--- config.mk ---
export PLATFORM = sky130hd
export DESIGN_NAME = gops_ctrl
export DESIGN_NICKNAME = d
export VERILOG_FILES = /design/src/rtl/gops_pkg.sv /design/src/rtl/gops_ctrl.sv
export SDC_FILE = /design/constraint.sdc
export NUM_CORES = 1
export LEC_CHECK = 0
export BUFFER_PORTS_ARGS = -buffer_cell sky130_fd_sc_hd__buf_2
export CORE_MARGIN = 1
export CORE_UTILIZATION = 40
export CTS_CLUSTER_SIZE = 28
export DETAILED_ROUTE_END_ITERATION = 10
export PLACE_DENSITY = 0.75
export SKIP_CTS_REPAIR_TIMING = 1
export SYNTH_ARGS = -nofsm -noshare
export SYNTH_HDL_FRONTEND = slang
export SYNTH_SLANG_ARGS = --single-unit
--- constraint.sdc ---
create_clock -name clk -period 1.6 [get_ports clk]
set_input_delay 0.16 -clock clk [delete_from_list [all_inputs] [get_ports clk]]
set_output_delay 0.16 -clock clk [all_outputs]
set_load 0.02 [all_outputs]
--- src/rtl/gops_pkg.sv ---
// Shared types, constants and direction tables for the grid octile path search.
// No dependencies; every other file of the block imports this package.
`timescale 1ns / 1ps

package gops_pkg;

  localparam int MAX_SIDE = 64;
  localparam int COORD_W  = 6;
  localparam int CELL_W   = 2 * COORD_W;
  localparam int CELLS    = MAX_SIDE * MAX_SIDE;
  localparam int SIDE_W   = 7;
  localparam int COST_W   = 32;
  localparam int DIR_W    = 3;
  localparam int CFG_IDX_W = 1;

  localparam logic [COST_W-1:0] STEP_STRAIGHT = 32'd65536;
  localparam logic [COST_W-1:0] STEP_DIAG     = 32'd92682;

  localparam logic [1:0] ST_FOUND    = 2'd0;
  localparam logic [1:0] ST_UNREACH  = 2'd1;
  localparam logic [1:0] ST_OVERFLOW = 2'd2;
  localparam logic [1:0] ST_TRUNC    = 2'd3;

  localparam logic [CFG_IDX_W-1:0] REG_GRID_WIDTH  = 1'd0;
  localparam logic [CFG_IDX_W-1:0] REG_GRID_HEIGHT = 1'd1;

  // Commands from the controller to the datapath.
  typedef struct packed {
    logic       accept;
    logic       clr_start;
    logic       clr_step;
    logic       init_start;
    logic       pop;
    logic       pop_take;
    logic       cur_rd;
    logic       cur_take;
    logic       d_inc;
    logic       nb_rd;
    logic       nb_upd;
    logic       tr_init;
    logic       tr_chk;
    logic       tr_step;
    logic       append;
    logic       em_rd;
    logic       em_load;
    logic       err_load;
    logic [1:0] err_code;
  } cmd_t;

  // Status from the datapath to the controller.
  typedef struct packed {
    logic bad_req;
    logic clr_done;
    logic q_empty;
    logic q_full;
    logic found;
    logic d_last;
    logic nb_in;
    logic nb_better;
    logic tr_stop;
    logic tr_out;
    logic out_free;
    logic em_last;
  } stat_t;

  // Offsets of the eight neighbours in row-major order, centre left out.
  function automatic logic signed [1:0] dir_dx(input logic [DIR_W-1:0] d);
    logic signed [1:0] r;
    case (d)
      3'd0, 3'd3, 3'd5: r = -2'sd1;
      3'd1, 3'd6:       r = 2'sd0;
      default:          r = 2'sd1;
    endcase
    return r;
  endfunction

  function automatic logic signed [1:0] dir_dy(input logic [DIR_W-1:0] d);
    logic signed [1:0] r;
    case (d)
      3'd0, 3'd1, 3'd2: r = -2'sd1;
      3'd3, 3'd4:       r = 2'sd0;
      default:          r = 2'sd1;
    endcase
    return r;
  endfunction

endpackage

--- src/rtl/gops_ctrl.sv ---
// Controller state machine of the grid octile path search.
// Depends on gops_pkg for the command and status structs.
`timescale 1ns / 1ps

module gops_ctrl
  import gops_pkg::*;
(
  input  logic  clk,
  input  logic  rst,
  input  logic  in_valid,
  output logic  in_ready,
  input  stat_t stat,
  output cmd_t  cmd
);

  typedef enum logic [4:0] {
    S_IDLE, S_CHECK, S_CLEAR, S_INIT, S_POP, S_POP_CHK, S_CUR_RD, S_CUR_LD,
    S_NB_SEL, S_NB_UPD, S_TR_INIT, S_TR_CHK, S_TR_STEP, S_APPEND, S_EM_RD,
    S_EM_LD, S_ERR_UNREACH, S_ERR_OVF
  } state_t;

  state_t state, state_next;

  always_ff @(posedge clk) begin
    if (rst) begin
      state <= S_IDLE;
    end else begin
      state <= state_next;
    end
  end

  assign in_ready = (state == S_IDLE);

  always_comb begin
    cmd        = '0;
    state_next = state;
    case (state)
      S_IDLE: begin
        if (in_valid) begin
          cmd.accept = 1'b1;
          state_next = S_CHECK;
        end
      end
      S_CHECK: begin
        if (stat.bad_req) begin
          state_next = S_ERR_UNREACH;
        end else begin
          cmd.clr_start = 1'b1;
          state_next = S_CLEAR;
        end
      end
      S_CLEAR: begin
        cmd.clr_step = 1'b1;
        if (stat.clr_done) state_next = S_INIT;
      end
      S_INIT: begin
        cmd.init_start = 1'b1;
        state_next = S_POP;
      end
      S_POP: begin
        if (stat.q_empty) begin
          state_next = S_ERR_UNREACH;
        end else begin
          cmd.pop = 1'b1;
          state_next = S_POP_CHK;
        end
      end
      S_POP_CHK: begin
        cmd.pop_take = 1'b1;
        state_next = stat.found ? S_TR_INIT : S_CUR_RD;
      end
      S_CUR_RD: begin
        cmd.cur_rd = 1'b1;
        state_next = S_CUR_LD;
      end
      S_CUR_LD: begin
        cmd.cur_take = 1'b1;
        state_next = S_NB_SEL;
      end
      S_NB_SEL: begin
        if (stat.nb_in) begin
          cmd.nb_rd = 1'b1;
          state_next = S_NB_UPD;
        end else if (stat.d_last) begin
          state_next = S_POP;
        end else begin
          cmd.d_inc = 1'b1;
        end
      end
      S_NB_UPD: begin
        if (stat.nb_better && stat.q_full) begin
          state_next = S_ERR_OVF;
        end else begin
          cmd.nb_upd = 1'b1;
          if (stat.d_last) begin
            state_next = S_POP;
          end else begin
            cmd.d_inc = 1'b1;
            state_next = S_NB_SEL;
          end
        end
      end
      S_TR_INIT: begin
        cmd.tr_init = 1'b1;
        state_next = S_TR_CHK;
      end
      S_TR_CHK: begin
        if (stat.tr_stop) begin
          state_next = S_APPEND;
        end else begin
          cmd.tr_chk = 1'b1;
          state_next = S_TR_STEP;
        end
      end
      S_TR_STEP: begin
        if (stat.tr_out) begin
          state_next = S_APPEND;
        end else begin
          cmd.tr_step = 1'b1;
          state_next = S_TR_CHK;
        end
      end
      S_APPEND: begin
        cmd.append = 1'b1;
        state_next = S_EM_RD;
      end
      S_EM_RD: begin
        cmd.em_rd = 1'b1;
        state_next = S_EM_LD;
      end
      S_EM_LD: begin
        if (stat.out_free) begin
          cmd.em_load = 1'b1;
          state_next = stat.em_last ? S_IDLE : S_EM_RD;
        end
      end
      S_ERR_UNREACH: begin
        if (stat.out_free) begin
          cmd.err_load = 1'b1;
          cmd.err_code = ST_UNREACH;
          state_next = S_IDLE;
        end
      end
      S_ERR_OVF: begin
        if (stat.out_free) begin
          cmd.err_load = 1'b1;
          cmd.err_code = ST_OVERFLOW;
          state_next = S_IDLE;
        end
      end
      default: state_next = S_IDLE;
    endcase
  end

endmodule

Yosys cells after proc, flatten, opt, wreduce, memory -nomap -nowiden

Index checks and enable logic that the tools add are counted.
W data, S select, Z words.

$add $sub $neg: 0
$mul: 0
Divide/modulo/power cells: 0
Magnitude comparators: 0
Equal/unequal tests: 22
Shifts and indexed selects: 0
Multiplexer cells: 46
Bitwise logic cells: 0
Reductions and logical operators: 4

Operator list:

| cell                 | number |
|---|---|
| $pmux W5 S17         | 1 |
| $mux W5              | 9 |
| $eq A5 B4 Y1 const B | 8 |
| $mux W1              | 28 |
| $eq A5 B3 Y1 const B | 4 |
| $mux W4              | 3 |
| $eq A5 B2 Y1 const B | 2 |
| $eq A5 B5 Y1 const B | 2 |
| $mux W3              | 3 |
| $ne A2 B2 Y1 const B | 3 |
| $pmux W3 S2          | 1 |
| $eq A5 B1 Y1 const B | 1 |
| $logic_not A5 Y1     | 1 |
| $reduce_and A5 Y1    | 1 |
| $ne A3 B3 Y1 const B | 1 |
| $ne A2 B1 Y1 const B | 1 |
| $pmux W1 S2          | 1 |
| $reduce_or A2 Y1     | 1 |
| $logic_and A1 B1 Y1  | 1 |

Bits in registers: 5
Latch bits: 0
RAM bits: 0
Bits in read-only memories: 0
Input port bits: 15
Memories: 0

Depth between registers and ports, before layout

Gate-level depths: netlist of the first run.

Word-level depth: 4
Mapped depth: 7
Gate-level depth less buffers: 5

Worst setup path after synthesis of the first run

No wires, ideal clock.

Path type: reg-to-output
From: reg state[3]
To: out cmd[15] (netlist bit)
Data arrival time: 1.617 ns
Path slack: -0.177 ns
Cell stages (with the launch flop): 5
Path buffers: 2
Cell sequence: dfxtp_1 clkbuf_1 clkbuf_1 or2_2 nor4_1

RTL lines:

| element                  | RTL line        | RTL |
|---|---|---|
| start: declaration       | gops_ctrl.sv:22 | `state_t state, state_next;` |
| start signal: assignment | gops_ctrl.sv:28 | `state <= state_next;` |
| end: declaration         | gops_ctrl.sv:13 | `output cmd_t cmd` |

==> summary.txt, run 1 <==
Die
  – Die width: 43.8 µm
  – I/O pin cnt: 36
  – Die Area: 1920 µm²
  – Initial Util: 44.4%
  – Num rows: 14
  – Die height: 43.8 µm
  – Core area: 1580 µm²

Worst setup path
  – Crit path launch type: register
  – Critical-path cell list: or3_4 > or3_4 > a21oi_2 > buf_6
  – Slowest cell delay on critical path: 380 ps
  – Crit-path max FO: 3
  – Critical path class: reg2out
  – Slowest-stage cell, CP: or3_4
  – Crit-path most repeated cell: or3_4
  – Data arrival, critical path: 1600 ps
  – CP required: 1440 ps
  – Crit end category: output port

Hold path
  – Hold Crit Class: in2reg

GRT
  – Antenna violations before repair: 0
  – Grt ovf: 0
  – Largest net degree at the start of global routing: 17
  – First-pass GRT wire length: 3.91 mm
  – Number of global-route vias before repair: 857
  – Tot GR Track Use: 27.3%

Routing
  – DRT Wirelength: 2.56 mm
  – DRT iter0 DRCs: 42
  – Post-route ant nets: 0
  – DRT Pass-1 Iters: 7
  – Drt wl/cell: 14.5 µm
  – Vias: 1026
  – Vias/cell: 5.83
  – Drt drc: 5

CTS
  – Clock buffer depth: 2
  – CTS root buffer: clkbuf_4
  – H-tree Lvls: 1
  – Clk slew on worst S/H paths: 50 ps
  – CTS sink cnt: 5
  – Clock Latency Late Sink: 250 ps
  – CTS tree: built
  – Total CTS buffers: 3

Layout
  – Multi-input logic area: 584 µm²
  – Antenna cell count: 0
  – Register area: 105 µm²
  – Non-Filler Instances: 176
  – Max reg flops: 5
  – Top Registers: state x5
  – Biggest register: state
  – Fin nets: 176
  – Final Util: 70.4%
  – Syn-to-layout area delta: 58.7%
  – Fill count: 137
  – Cell area after layout: 1110 µm²
  – Ratio of cells with drive above 1 in the final layout: 48.1%

STA
  – Final setup margin: -156 ps
  – Slew @ Worst Pin: 329 ps
  – RSZ-0062 raised after global routing: true
  – Slew headroom: 77.9%
  – Final setup fails: 5
  – Fmax: 0.570 GHz
  – Final Cycle Share: 110%
  – Hold Fails Final Rpt: 0
  – Post-route minimum period: 1760 ps
  – Final Max Tran Viols: 0
  – Setup Skew: 1.03 ps

Synth
  – Synth area leaders: dfxtp_1 (14%), nor2_1 (8.1%), nor3_1 (7.9%)
  – Sequential cell area fraction in the yosys report: 14.3%
  – Seq cells post-synth: 5
  – Post-synthesis cell type count: 35
  – Synth top area share: 14.3%
  – Post-synthesis simple-gate area fraction: 42.6%
  – Adder-cell share of the synthesized area: 0%
  – Compound-Gate Fraction of Synth Area: 31.1%
  – Cells after synthesis: 110
  – Area leader, netlist: dfxtp_1
  – Area share of xor/xnor cells in the synthesized design: 0%
  – Largest family of logic cells by synthesized area: simple AND/OR/NAND/NOR gates
  – Ys Warns: 0
  – Synth Cell Area: 699 µm²
  – Mux contribution to synthesized area: 1.43%
  – Mean post-synth cell area: 6.36 µm²
  – Net Count, Synth: 125

Flow run
  – Max_cap viols: 0

Power
  – Pleak: 0.498 nW
  – Register share of total power: 14.2%
  – PD cells: 1230 nW/µm²
  – P_sw: 0.662 mW
  – Comb power frac: 74.7%
  – Clock share of power: 11.1%
  – Switching share of power: 48.6%
  – Worst vdd ir: 0.769 mV
  – Internal Power: 0.700 mW

Run status
  – Outcome: complete, but fails checks
  – Failing checks: design-rule violations, negative setup slack

Placed design
  – I/O Buffers: 35
  – Post-DP HPWL: 1.96 mm
  – Worst slack, placed: -12.6 ps
  – Placed Area: 996 µm²
  – Placed insts: 170
  – Routability cong.: 0.836
==> power groups by stage <==
stage	combinational, mW	clock [mW]	sequential (mW)
6_report	1.02	0.151	0.194
5_1_grt	1.10	0.159	0.196
4_1_cts	0.895	0.149	0.184
3_5_place_dp	0.893	0	0.185
3_3_place_gp	0.877	0	0.185
2_1_floorplan	0.575	0	0.175
==> final timing paths <==
path,cells after the start,to,slack [ps],from
max,4,cmd[11],-160,state[2]$_SDFFE_PP0P_
min,2,state[4]$_SDFFE_PP0P_,150,rst
max reg2reg,4,state[1]$_SDFFE_PP0P_,-40,state[2]$_SDFFE_PP0P_
min reg2reg,2,state[0]$_SDFFE_PP0P_,650,state[0]$_SDFFE_PP0P_
==> synth_stat cells <==
| master | count |
|---|---|
| nor2_1 | 15 |
| nor3_1 | 11 |
| a21oi_1 | 8 |
| inv_1 | 7 |
| nand2_1 | 7 |
| dfxtp_1 | 5 |
| clkbuf_1 | 4 |
| nand2b_1 | 4 |
| nor2b_1 | 4 |
| o32ai_1 | 4 |
| a211oi_1 | 3 |
| nand4_1 | 3 |
| o21ai_0 | 3 |
| o22ai_1 | 3 |
| a221oi_1 | 2 |
| and3_1 | 2 |
| buf_2 | 2 |
| nand3_1 | 2 |
| nor4_1 | 2 |
| o32a_1 | 2 |
| or3_1 | 2 |
| or3_4 | 2 |
| a31oi_1 | 1 |
| a32oi_1 | 1 |
| buf_1 | 1 |
| buf_4 | 1 |
| buf_6 | 1 |
| mux2i_1 | 1 |
| nand3b_1 | 1 |
| nor3b_1 | 1 |
| o2111ai_1 | 1 |
| o211a_1 | 1 |
| o21a_1 | 1 |
| o21bai_1 | 1 |
| or2_2 | 1 |
==> metal layers <==
metal | track usage, % | vias to the layer above | wire length [µm]
li1 | - | 509 | -
met5 | 0 | - | 0
met2 | 45.4 | 54 | 1260
met1 | 36.3 | 458 | 1040
met3 | 2.92 | 5 | 212
met4 | 9.38 | 0 | 42
==> worst max-delay path: cells and delay by family (launching register included) <==
family          cells  cell delay, ps
flops               1             320
compound gates      1             160
simple gates        2             730
buf+inv             1             140
==> cell type report <==
type	instances	share of cell area, %
multi-input cells	89	52.6
repair buffers	55	31.3
flip-flops and latches	5	9.47
clock buffers	4	2.37
inverters	7	2.37
well taps	16	1.80
==> kinds of logic after synthesis <==
| group | after synthesis |
|---|---|
| AOI/OAI and AO/OA | 31 |
| buffers and inverters | 16 |
| DFF | 5 |
| muxes | 1 |
| and+or+nand+nor | 57 |
==> placed cells by master (no fill, tap or decap), types with 4 or more instances in the layout <==
master,netlist,routed
buf_6,1,4
buf_2,2,32
inv_1,7,6
nor2_1,15,14
nor3_1,11,8
buf_4,1,19
nand2_1,7,4
a21oi_1,8,7
o32ai_1,4,4
dfxtp_2,0,4
==> stage by stage <==
stage,hold WS (ps),TNS [ps],total power [mW]
after floorplan,232,-229,0.750
after global placement,397,0,1.06
after detailed placement,401,-12.6,1.08
after CTS,149,-672,1.23
after global routing,167,-915,1.45
final,149,-251,1.36
No activity file was read; power rests on OpenSTA's default activity.
==> inputs of run 2 (changes only) <==
Settings changed: PLACE_DENSITY 0.75 to 0.8.
==> run 2 against run 1 <==
Net effect:
- the flow still finishes with violations (design-rule violations, negative setup slack)
- clock skew grew 5.3 ps
- register-to-register slack lost 40 ps
- highest routed layer is now met3
- design area shrank 1.8%
- hold slack gained 34 ps
- first-iteration DRC count grew 43%
- largest power group unchanged
==> summary.txt, run 2 (synthesized netlist as in run 1, its figures left out) <==
Routing
  – Vias/cell: 6.17 (+5.8%)
  – Drt wl/cell: 14.5 µm (-0.48%)
  – Post-route ant nets: 0 (unchanged)
  – DRT Wirelength: 2.49 mm (-2.7%)
  – DRT iter0 DRCs: 60 (+43%)
  – DRT Pass-1 Iters: 8 (+1)
  – Vias: 1061 (+3.4%)
  – Drt drc: 5 (unchanged)

Worst setup path
  – Slowest cell delay on critical path: 390 ps (about the same)
  – R2R Setup Slk: -80 ps (-40 ps)
  – CP top delay family: simple AND/OR/NAND/NOR gates
  – Critical path class: reg2out
  – Start point of the critical path: state[2]$_SDFFE_PP0P_
  – Slowest-stage cell, CP: or3_4
  – Data arrival, critical path: 1610 ps (about the same)
  – Crit-path most repeated cell: or3_4
  – CP required: 1440 ps (about the same)
  – CP Buf/Inv Count: 1 (unchanged)
  – Worst r2r src: state[2]$_SDFFE_PP0P_
  – R2r endpoint: state[0]$_SDFFE_PP0P_
  – Crit-path max FO: 3 (unchanged)
  – R2R depth: 5 (+1)
  – Crit end category: output port
  – Critical-path cell list: or3_4 > or3_4 > a21oi_2 > buf_4
  – Critical path depth in cells: 4 (unchanged)
  – Crit path launch type: register

Power
  – P_sw: 0.645 mW (-2.6%)
  – Clock share of power: 11.0% (about the same)
  – Switching share of power: 49.2% (+0.53 points)
  – Internal Power: 0.667 mW (-4.6%)
  – Comb power frac: 73.9% (-0.8 points)
  – Pleak: 0.479 nW (-3.9%)
  – PD cells: 1200 nW/µm² (-1.9%)
  – Worst vdd ir: 0.728 mV (-5.4%)
  – Register share of total power: 15.0% (+0.8 points)

Placed design
  – Post-DP HPWL: 1.87 mm (-4.4%)
  – Worst slack, placed: -46.7 ps (-34.1 ps)
  – Routability cong.: 0.896 (+7.2%)
  – I/O Buffers: 35 (unchanged)

Hold path
  – WHS Path Cells: 2 (unchanged)
  – Hold EP: state[4]$_SDFFE_PP0P_
  – Critical hold path startpoint: rst
  – Hold Crit Class: in2reg

STA
  – Hold Fails Final Rpt: 0 (unchanged)
  – Slew headroom: 79.6% (+1.7 points)
  – Final setup fails: 9 (+4)
  – Slew @ Worst Pin: 304 ps (-24.8 ps)
  – Fmax: 0.565 GHz (-0.75%)
  – Final setup margin: -169 ps (-13.2 ps)
  – Final TNS setup: -390 ps (-139 ps)
  – Setup Skew: 6.33 ps (+5.30 ps)
  – Post-route minimum period: 1770 ps (+13.2 ps)
  – Final Max Tran Viols: 0 (unchanged)
  – Final Cycle Share: 111% (+0.83 points)
  – RSZ-0062 raised after global routing: true

Layout
  – Biggest register: state
  – Fill count: 151 (+10%)
  – Max reg flops: 5 (unchanged)
  – Antenna cell count: 0 (unchanged)
  – Fin nets: 172 (-2.3%)
  – Ratio of cells with drive above 1 in the final layout: 45.5% (-2.6 points)
  – Top Registers: state x5
  – Commonest non-fill, non-tap cell in the layout: buf_2
  – Most frequent cells in the layout: buf_2 (30), buf_4 (17), nor2_1 (14)
  – Syn-to-layout area delta: 55.8%

GRT
  – Number of global-route vias before repair: 819 (-4.4%)
  – Met3 Usage GRT: 5.83% (+2.9 points)
  – Grt ovf: 0 (unchanged)
  – GRT Max-Usage Layer: met2
  – First-pass GRT wire length: 3.53 mm (-9.7%)
  – M2 GR Usage: 40.6% (-4.8 points)
  – Antenna violations before repair: 0 (unchanged)
  – Largest net degree at the start of global routing: 18 (+1)
  – M1 GR Usage: 32.3% (-4.0 points)
  – Tot GR Track Use: 24.5% (-2.8 points)

CTS
  – CTS root buffer: clkbuf_4
  – H-tree Lvls: 1 (unchanged)
  – Clk slew on worst S/H paths: 40 ps (about the same)
  – CTS tree: built
  – Clock buffer depth: 2 (unchanged)
  – Clock Latency Late Sink: 240 ps (about the same)
  – CTS sink cnt: 5 (unchanged)
  – Total CTS buffers: 3 (unchanged)

Die
  – Die Area: 1920 µm² (unchanged)
  – Core area: 1580 µm² (unchanged)
  – Die height: 43.8 µm (unchanged)
  – I/O pin cnt: 36 (unchanged)
  – Die width: 43.8 µm (unchanged)
  – Num rows: 14 (unchanged)
  – Initial Util: 44.4% (unchanged)

Flow run
  – Max_cap viols: 0 (unchanged)

Run status
  – Failing checks: design-rule violations, negative setup slack
  – Outcome: complete, but fails checks
run 2: changes by cell type in the layout (fill, tap and decap cells not counted):
cell and change:
nor2b_2 +1, nor2b_4 -1, buf_12 +1, nand2b_2 +1, nor4_2 -1, buf_4 -2
nand2b_4 -1, buf_2 -2, buf_6 -1, dfxtp_2 -2, nor4_4 +1, dfxtp_1 +2
run 2: worst max-delay path by stage:
stage                                       end
after global placement    state[0]$_SDFFE_PP0P_
after global routing                    cmd[11]
final                                   cmd[11]
after CTS                               cmd[11]
after floorplan                         cmd[11]
after detailed placement  state[0]$_SDFFE_PP0P_
run 2: power by group through the flow:
stage,clock network [mW],registers [mW],logic (mW)
2_1_floorplan,0,0.175,0.575
3_3_place_gp,0,0.191,0.848
3_5_place_dp,0,0.192,0.865
4_1_cts,0.149,0.190,0.868
5_1_grt,0.159,0.201,1.04
6_report,0.145,0.198,0.970
run 2: area by class of cell:
cell class	instances	area [µm²]	area share (%)
flip-flops and latches	5	103	9.41
repair buffers	51	332	30.4
multi-input cells	89	583	53.5
clock buffers	4	26.3	2.41
inverters	7	26.3	2.41
well taps	16	20.0	1.84
run 2: per-stage QoR:
step / cell area (µm²) / util (%) / hold slack, ps / total power, mW / instances
final: 1090 / 69.1 / 183 / 1.31 / 172
after global routing: 1090 / 69.1 / 181 / 1.40 / 172
after CTS: 1010 / 64.2 / 170 / 1.21 / 171
after detailed placement: 986 / 62.5 / 421 / 1.06 / 167
after global placement: 986 / 62.5 / 405 / 1.04 / 167
after floorplan: 717 / - / 232 / 0.750 / 110
run 2: worst reg2reg max path: cells and delay by family (launching register included):
kind	cells	cell delay, ps
AND/OR/NAND/NOR	2	550
AO/OA/AOI/OAI	2	460
flip-flops	1	330
buffers and inverters	1	230
run 2: layer usage:
| layer | vias to the layer above | wire, µm | part of all wire (%) |
|---|---|---|---|
| met2 | 73 | 1230 | 49 |
| li1 | 503 | - | - |
| met1 | 485 | 983 | 40 |
| met4 | 0 | 0 | 0 |
| met5 | - | 0 | 0 |
| met3 | 0 | 275 | 11 |
